## src/hdl/hrlc_pkg.sv

```systemverilog
`timescale 1ns / 1ps

package hrlc_pkg;

  localparam int BUFFER_BYTES = 128;

  localparam logic [7:0] CHAR_SPACE    = 8'h20;
  localparam logic [7:0] CHAR_DEL      = 8'h7f;
  localparam logic [7:0] CHAR_QUESTION = 8'h3f;
  localparam logic [7:0] CHAR_SLASH    = 8'h2f;

  localparam logic [2:0] GET_LEN      = 3'd3;
  localparam logic [2:0] LOG_LEN      = 3'd4;
  localparam logic [2:0] ROOT_LEN     = 3'd1;
  localparam logic [4:0] QUERY_ON_LEN  = 5'd16;
  localparam logic [4:0] QUERY_OFF_LEN = 5'd9;

  localparam logic [2:0] ROUTE_BAD_REQ    = 3'd0;
  localparam logic [2:0] ROUTE_BAD_METHOD = 3'd1;
  localparam logic [2:0] ROUTE_LED        = 3'd2;
  localparam logic [2:0] ROUTE_LOG        = 3'd3;
  localparam logic [2:0] ROUTE_NOT_FOUND  = 3'd4;

  typedef struct packed {
    logic [7:0] data_byte;
    logic       first;
    logic       last;
    logic [1:0] conn_id;
  } in_beat_t;

  typedef struct packed {
    logic [1:0] out_conn;
    logic [2:0] route;
    logic       led_on;
  } out_beat_t;

  // "GET"
  function automatic logic [7:0] get_char(input logic [2:0] pos);
    logic [7:0] c;
    case (pos)
      3'd0:    c = 8'h47;
      3'd1:    c = 8'h45;
      3'd2:    c = 8'h54;
      default: c = 8'h00;
    endcase
    return c;
  endfunction

  // "/log"
  function automatic logic [7:0] log_char(input logic [2:0] pos);
    logic [7:0] c;
    case (pos)
      3'd0:    c = 8'h2f;
      3'd1:    c = 8'h6c;
      3'd2:    c = 8'h6f;
      3'd3:    c = 8'h67;
      default: c = 8'h00;
    endcase
    return c;
  endfunction

  // "ledonoff=&led=on", the off query is its first nine characters
  function automatic logic [7:0] query_char(input logic [4:0] pos);
    logic [7:0] c;
    case (pos)
      5'd0:    c = 8'h6c;
      5'd1:    c = 8'h65;
      5'd2:    c = 8'h64;
      5'd3:    c = 8'h6f;
      5'd4:    c = 8'h6e;
      5'd5:    c = 8'h6f;
      5'd6:    c = 8'h66;
      5'd7:    c = 8'h66;
      5'd8:    c = 8'h3d;
      5'd9:    c = 8'h26;
      5'd10:   c = 8'h6c;
      5'd11:   c = 8'h65;
      5'd12:   c = 8'h64;
      5'd13:   c = 8'h3d;
      5'd14:   c = 8'h6f;
      5'd15:   c = 8'h6e;
      default: c = 8'h00;
    endcase
    return c;
  endfunction

endpackage

```

## src/hdl/http_request_line_classifier_core.sv

```systemverilog
`timescale 1ns / 1ps

// http request line classifier
// in channel: one request byte per beat (in_valid / in_ready / in_data), with a
//   first flag that restarts parsing, a last flag for the end of the receive
//   buffer and the connection id (sampled on a first byte only)
// out channel: one classification beat per finished request (out_conn, route,
//   led_on), where led_on is the led flag after the request was applied
// cfg channel: writes the 4-bit reserved mask, always ready; the user must
//   write it only while the block is idle, the block does not enforce this
// throughput: one byte per cycle unless stalled; the per-byte match update is
//   one level of small compares between parse state registers and result stage
// result: the beat that ends the request (closing space, bad byte, last flag
//   or buffer limit) loads it into the output or skid register
// stall: a two-entry output buffer (output register plus skid register) lets
//   the block keep taking bytes while one result waits; in_ready drops only
//   when both entries hold results
// reset: synchronous, clears the parse phase to idle, the led flag, the
//   reserved mask and both output entries
module http_request_line_classifier_core
  import hrlc_pkg::*;
(
  input  logic      clk,
  input  logic      rst,
  input  logic      cfg_valid,
  output logic      cfg_ready,
  input  logic [3:0] cfg_data,
  input  logic      in_valid,
  output logic      in_ready,
  input  in_beat_t  in_data,
  output logic      out_valid,
  input  logic      out_ready,
  output out_beat_t out_data
);

  typedef enum logic [2:0] {
    PH_DONE,
    PH_LEAD,
    PH_METHOD,
    PH_GAP,
    PH_PATH
  } phase_t;

  // parse state
  phase_t     phase, phase_next;
  logic [7:0] byte_count, byte_count_next;
  logic [2:0] method_pos, method_pos_next;
  logic       method_ok, method_ok_next;
  logic [2:0] path_pos, path_pos_next;
  logic       path_root_ok, path_root_ok_next;
  logic       path_log_ok, path_log_ok_next;
  logic       query_seen, query_seen_next;
  logic [4:0] query_pos, query_pos_next;
  logic       query_on_ok, query_on_ok_next;
  logic       query_off_ok, query_off_ok_next;
  logic [1:0] current_conn, current_conn_next;
  logic       led_flag, led_flag_next;
  logic [3:0] reserved_mask;

  // output buffer
  out_beat_t  skid_data;
  logic       skid_valid;

  logic       in_fire, out_fire;
  logic       finished;
  logic [2:0] route;
  out_beat_t  result;

  assign cfg_ready = 1'b1;
  assign in_ready  = !skid_valid;
  assign in_fire   = in_valid && in_ready;
  assign out_fire  = out_valid && out_ready;

  always_comb begin
    logic [7:0] b;
    logic       is_end;
    logic       is_root;
    logic       is_log;

    b = in_data.data_byte;
    phase_next        = phase;
    byte_count_next   = byte_count;
    method_pos_next   = method_pos;
    method_ok_next    = method_ok;
    path_pos_next     = path_pos;
    path_root_ok_next = path_root_ok;
    path_log_ok_next  = path_log_ok;
    query_seen_next   = query_seen;
    query_pos_next    = query_pos;
    query_on_ok_next  = query_on_ok;
    query_off_ok_next = query_off_ok;
    current_conn_next = current_conn;
    led_flag_next     = led_flag;
    finished = 1'b0;
    route    = ROUTE_BAD_REQ;
    is_end   = 1'b0;
    is_root  = 1'b0;
    is_log   = 1'b0;

    // a first byte restarts the parse; a reserved connection goes idle
    if (in_data.first) begin
      current_conn_next = in_data.conn_id;
      byte_count_next   = 8'd0;
      method_pos_next   = 3'd0;
      method_ok_next    = 1'b1;
      path_pos_next     = 3'd0;
      path_root_ok_next = 1'b1;
      path_log_ok_next  = 1'b1;
      query_seen_next   = 1'b0;
      query_pos_next    = 5'd0;
      query_on_ok_next  = 1'b0;
      query_off_ok_next = 1'b0;
      phase_next = reserved_mask[in_data.conn_id] ? PH_DONE : PH_LEAD;
    end

    if (phase_next != PH_DONE) begin
      is_end = in_data.last || (byte_count_next >= 8'(BUFFER_BYTES - 1));
      if (byte_count_next != 8'hff) begin
        byte_count_next = byte_count_next + 8'd1;
      end

      if (b < CHAR_SPACE || b >= CHAR_DEL) begin
        finished = 1'b1;
        route    = ROUTE_BAD_REQ;
      end else begin
        case (phase_next)
          PH_LEAD, PH_METHOD: begin
            if (b == CHAR_SPACE) begin
              if (phase_next == PH_METHOD) begin
                phase_next = PH_GAP;
              end
            end else begin
              method_ok_next = method_ok_next && (method_pos_next < GET_LEN)
                               && (b == get_char(method_pos_next));
              if (method_pos_next < GET_LEN + 3'd1) begin
                method_pos_next = method_pos_next + 3'd1;
              end
              phase_next = PH_METHOD;
            end
          end
          PH_GAP, PH_PATH: begin
            if (b == CHAR_SPACE && phase_next == PH_PATH) begin
              // closing space: classify the request
              finished = 1'b1;
              if (!(method_ok_next && method_pos_next == GET_LEN)) begin
                route = ROUTE_BAD_METHOD;
              end else begin
                if (query_seen_next) begin
                  is_root = path_root_ok_next;
                  is_log  = path_log_ok_next;
                end else begin
                  is_root = path_root_ok_next && path_pos_next == ROOT_LEN;
                  is_log  = path_log_ok_next && path_pos_next == LOG_LEN;
                end
                if (is_root) begin
                  route = ROUTE_LED;
                  if (query_seen_next) begin
                    if (query_on_ok_next && query_pos_next == QUERY_ON_LEN) begin
                      led_flag_next = 1'b1;
                    end
                    if (query_off_ok_next && query_pos_next == QUERY_OFF_LEN) begin
                      led_flag_next = 1'b0;
                    end
                  end
                end else if (is_log) begin
                  route = ROUTE_LOG;
                end else begin
                  route = ROUTE_NOT_FOUND;
                end
              end
            end else if (b != CHAR_SPACE) begin
              phase_next = PH_PATH;
              if (b == CHAR_QUESTION) begin
                // the last '?' starts the query; a second one spoils the path
                if (query_seen_next) begin
                  path_root_ok_next = 1'b0;
                  path_log_ok_next  = 1'b0;
                end else begin
                  path_root_ok_next = path_root_ok_next && path_pos_next == ROOT_LEN;
                  path_log_ok_next  = path_log_ok_next && path_pos_next == LOG_LEN;
                end
                query_seen_next   = 1'b1;
                query_pos_next    = 5'd0;
                query_on_ok_next  = 1'b1;
                query_off_ok_next = 1'b1;
              end else if (query_seen_next) begin
                query_on_ok_next = query_on_ok_next && (query_pos_next < QUERY_ON_LEN)
                                   && (b == query_char(query_pos_next));
                query_off_ok_next = query_off_ok_next && (query_pos_next < QUERY_OFF_LEN)
                                    && (b == query_char(query_pos_next));
                if (query_pos_next < QUERY_ON_LEN + 5'd1) begin
                  query_pos_next = query_pos_next + 5'd1;
                end
              end else begin
                path_root_ok_next = path_root_ok_next && (path_pos_next < ROOT_LEN)
                                    && (b == CHAR_SLASH);
                path_log_ok_next = path_log_ok_next && (path_pos_next < LOG_LEN)
                                   && (b == log_char(path_pos_next));
                if (path_pos_next < LOG_LEN + 3'd1) begin
                  path_pos_next = path_pos_next + 3'd1;
                end
              end
            end
          end
          default: begin
            phase_next = PH_DONE;
          end
        endcase
      end

      // buffer ran out before the closing space
      if (!finished && is_end) begin
        finished = 1'b1;
        route    = ROUTE_BAD_REQ;
      end
      if (finished) begin
        phase_next = PH_DONE;
      end
    end

    result.out_conn = current_conn_next;
    result.route    = route;
    result.led_on   = led_flag_next;
  end

  always_ff @(posedge clk) begin
    if (rst) begin
      phase         <= PH_DONE;
      led_flag      <= 1'b0;
      reserved_mask <= 4'd0;
      out_valid     <= 1'b0;
      skid_valid    <= 1'b0;
    end else begin
      if (cfg_valid && cfg_ready) begin
        reserved_mask <= cfg_data;
      end

      if (in_fire) begin
        phase        <= phase_next;
        byte_count   <= byte_count_next;
        method_pos   <= method_pos_next;
        method_ok    <= method_ok_next;
        path_pos     <= path_pos_next;
        path_root_ok <= path_root_ok_next;
        path_log_ok  <= path_log_ok_next;
        query_seen   <= query_seen_next;
        query_pos    <= query_pos_next;
        query_on_ok  <= query_on_ok_next;
        query_off_ok <= query_off_ok_next;
        current_conn <= current_conn_next;
        led_flag     <= led_flag_next;
      end

      // two-entry output buffer, skid drains first
      if (skid_valid) begin
        if (out_fire) begin
          out_data   <= skid_data;
          skid_valid <= 1'b0;
        end
      end else if (!out_valid || out_fire) begin
        out_valid <= in_fire && finished;
        if (in_fire && finished) begin
          out_data <= result;
        end
      end else if (in_fire && finished) begin
        skid_data  <= result;
        skid_valid <= 1'b1;
      end
    end
  end

endmodule
```

## config.mk

```make
export PLATFORM = sky130hd
export DESIGN_NAME = http_request_line_classifier_core
export DESIGN_NICKNAME = d
export VERILOG_FILES = /design/src/hdl/hrlc_pkg.sv /design/src/hdl/http_request_line_classifier_core.sv
export SDC_FILE = /design/constraint.sdc
export NUM_CORES = 1
export LEC_CHECK = 0
export ABC_CLOCK_PERIOD_IN_PS = 5500
export CORE_MARGIN = 8
export CORE_UTILIZATION = 37
export DETAILED_ROUTE_END_ITERATION = 10
export DONT_BUFFER_PORTS = 1
export GPL_ROUTABILITY_DRIVEN = 0
export MAX_ROUTING_LAYER = met4
export PLACE_DENSITY = 0.54
export SLEW_MARGIN = 0
export SYNTH_ARGS = -nofsm -noshare
export SYNTH_HDL_FRONTEND = slang
export SYNTH_SLANG_ARGS = --single-unit
export TNS_END_PERCENT = 50
```

## constraint.sdc

```tcl
create_clock -name clk -period 5.5 [get_ports clk]
set_input_delay 0.825 -clock clk [delete_from_list [all_inputs] [get_ports clk]]
set_output_delay 0.825 -clock clk [all_outputs]
set_load 0.02 [all_outputs]
```

==> reports/results.txt <==
status: completed
Post-Syn Instances: 375
Min-Delay Path Class: register to register
Mapped Nets: 407
Final Slew Violations: 0
met2 usage: 21.0%
Hold WS: 0.518 ns
die height: 112 um
Fin Clk Skew: 0.0137 ns
M3 GR Usage: 2.58%
# clock sinks: 49
gr busiest metal: met2
setup_tns: 0 ns
area grow syn2layout: 4.32%
period utilisation layout: 56.1%
clk root buf: clkbuf_8
Worst-Skew Late Latency: 0.32 ns
nets: 393
prevailing post-synth register cell: edfxtp_1
Post-DP HPWL: 5860 um
Peak supply drop: 87.0 uV
Cell Pwr Density: 212 nW/um^2
die area: 12600 sq um
Starting Density: 37.5%
LEAKAGE: 1.28 nW
FF+latch count, synth: 49
I/O Buffers: 0
post-synthesis sequential area ratio: 40.1%
DR vias: 2741
number of placed I/O pins: 30
# diodes: 0
row cnt: 35
min Tclk post-route: 3.09 ns
Remaining DRCs: 0
crit path launch type: input port
RSZ-0062 raised after global routing: false
CTS tree: done
top cell type's share of synthesized area: 34.3%
yosys warns: 0
Routed Antenna Nets: 0
H-tree levels: 2
Util after Layout: 39.1%
Mapped Avg Cell Area: 9.12 sq um
Clock transition at path regs: 0.09 ns
Final Hold Fails: 0
Setup Crit Path Kind: input port to register
setup violators final: 0
commonest non-fill, non-tap cell in the layout: nand2_1
cells resized by post-CTS repair: 0
total congestion overflow: 0
Post-synth EDFFs: 39
CTS max path bufs: 2
CP Capture Type: register
initial DRC count: 198
Max Freq: 0.324 GHz
die width: 112 um
worst slew pin tran: 1.12 ns
Wirelength per Cell: 17.1 um
Synth area leader: edfxtp_1
top post-synthesis cells by area: edfxtp_1, dfxtp_1, nand2_1, ha_1, a21oi_1
first-pass GRT wire length: 13400 um
CP required: 5.43 ns
Overall Global Routing Usage: 13.3%
slew margin rel.: 24.4%
post-synthesis cell area: 3420 sq um
Core Box Area: 9110 sq um
initial antenna violation count: 0
commonest cells after routing, fill and taps aside: nand2_1, edfxtp_1, nor2_1
largest net degree at the start of global routing: 43
routing usage on met1: 17.1%
fraction of layout cells with a size suffix above 1: 9.94%
Unique masters post-synth: 66
number of global-route vias before repair: 2608
Vias/cell: 5.79
CTS Buf Count: 5
DR pass1 iterations: 4
Hold Buf Count CTS: 0
Arr. time, crit path: 3.02 ns
FFs w/ async S/R, synth: 0%
Post-Route WL: 8080 um
Max Cap Viol: 0
# Post-CTS Setup Buffers: 0
Max FO, Critical Path: 14
==> area by class of cell <==
| class | count | area (sq um) |
|---|---|---|
| fillers | 940 | 5540 |
| repair buffers | 1 | 7.51 |
| clock inverters | 3 | 26.3 |
| multi-input cells | 285 | 1880 |
| flip-flops and latches | 49 | 1370 |
| well taps | 111 | 139 |
| inverters | 19 | 71.3 |
| clock buffers | 5 | 68.8 |
==> stage by stage <==
| stage | cell area [sq um] | worst slack [ns] | std cells | power [W] |
|---|---|---|---|---|
| 6_report | 3570 | 2.41 | 473 | 0.000755 |
| 5_1_grt | 3570 | 2.23 | 473 | 0.000787 |
| 4_1_cts | 3570 | 2.41 | 473 | 0.000761 |
| 3_5_place_dp | 3470 | 2.08 | 465 | 0.000531 |
| 3_3_place_gp | 3470 | 2.12 | 465 | 0.000530 |
| 2_1_floorplan | 3420 | 2.01 | 375 | 0.000520 |
==> final timing paths <==
kind                                               startpoint                            end  slack, ns  cells after the start
worst max-delay path                              in_data[10]         skid_data[0]$_DFFE_PP_       2.41                      6
worst min-delay path            reserved_mask[1]$_SDFFE_PP0P_  reserved_mask[1]$_SDFFE_PP0P_       0.52                      2
worst max register to register          phase[2]$_SDFFE_PP0P_         skid_data[0]$_DFFE_PP_       2.63                      6
worst min register to register  reserved_mask[1]$_SDFFE_PP0P_  reserved_mask[1]$_SDFFE_PP0P_       0.52                      2
==> report_power, final <==
part / internal, W / switching, W
registers: 0.000415 / 0.0000148
logic: 0.0000382 / 0.0000542
clock network: 0.0000928 / 0.000139
total: 0.000546 / 0.000208
==> worst max-delay path: stages <==
cell and delay [ns]:
or3b_1 0.38, nand3b_4 0.21, o221ai_1 0.29, or3_4 0.22, nand3_1 0.14, nor4b_1 0.95
==> cells in the mapped netlist, drive strengths merged, types with 7 or more instances <==
| library cell | number |
|---|---|
| dfxtp | 10 |
| buf | 9 |
| nor2b | 13 |
| nand2 | 42 |
| inv | 19 |
| nor4 | 10 |
| o21ai | 20 |
| xnor2 | 7 |
| clkbuf | 13 |
| nor3 | 14 |
| nor2 | 29 |
| nand3 | 9 |
| ha | 11 |
| a21oi | 26 |
| mux2 | 10 |
| xor2 | 7 |
| and3 | 7 |
| edfxtp | 39 |
==> sequential cells by signal, indices dropped and copies added, names as in the netlist, 2 cells and up <==
name	cells
method_pos	3
current_conn	2
query_pos	5
phase	3
reserved_mask	4
skid_data	6
out_data	6
path_pos	3
byte_count	8
==> logic make-up (layout without fill, tap and decap cells) <==
logic type | Yosys count | after routing | share of synthesized area [%]
AND/OR/NAND/NOR | 151 | 151 | 23.4
other | 1 | 1 | 0.110
adder cells (fa/ha/maj) | 11 | 11 | 4.03
XOR/XNOR | 14 | 14 | 3.59
flip-flops | 49 | 49 | 40.1
buffers and inverters | 41 | 28 | 5.05
multiplexers | 16 | 16 | 5.42
AO/OA/AOI/OAI | 92 | 92 | 18.3
==> metal layers <==
layer | wire [um] | vias up
met5 | 0 | -
met4 | 91 | 0
met3 | 379 | 6
met2 | 3810 | 70
met1 | 3800 | 1311
li1 | - | 1354
Power figures use the tool's default switching activity.
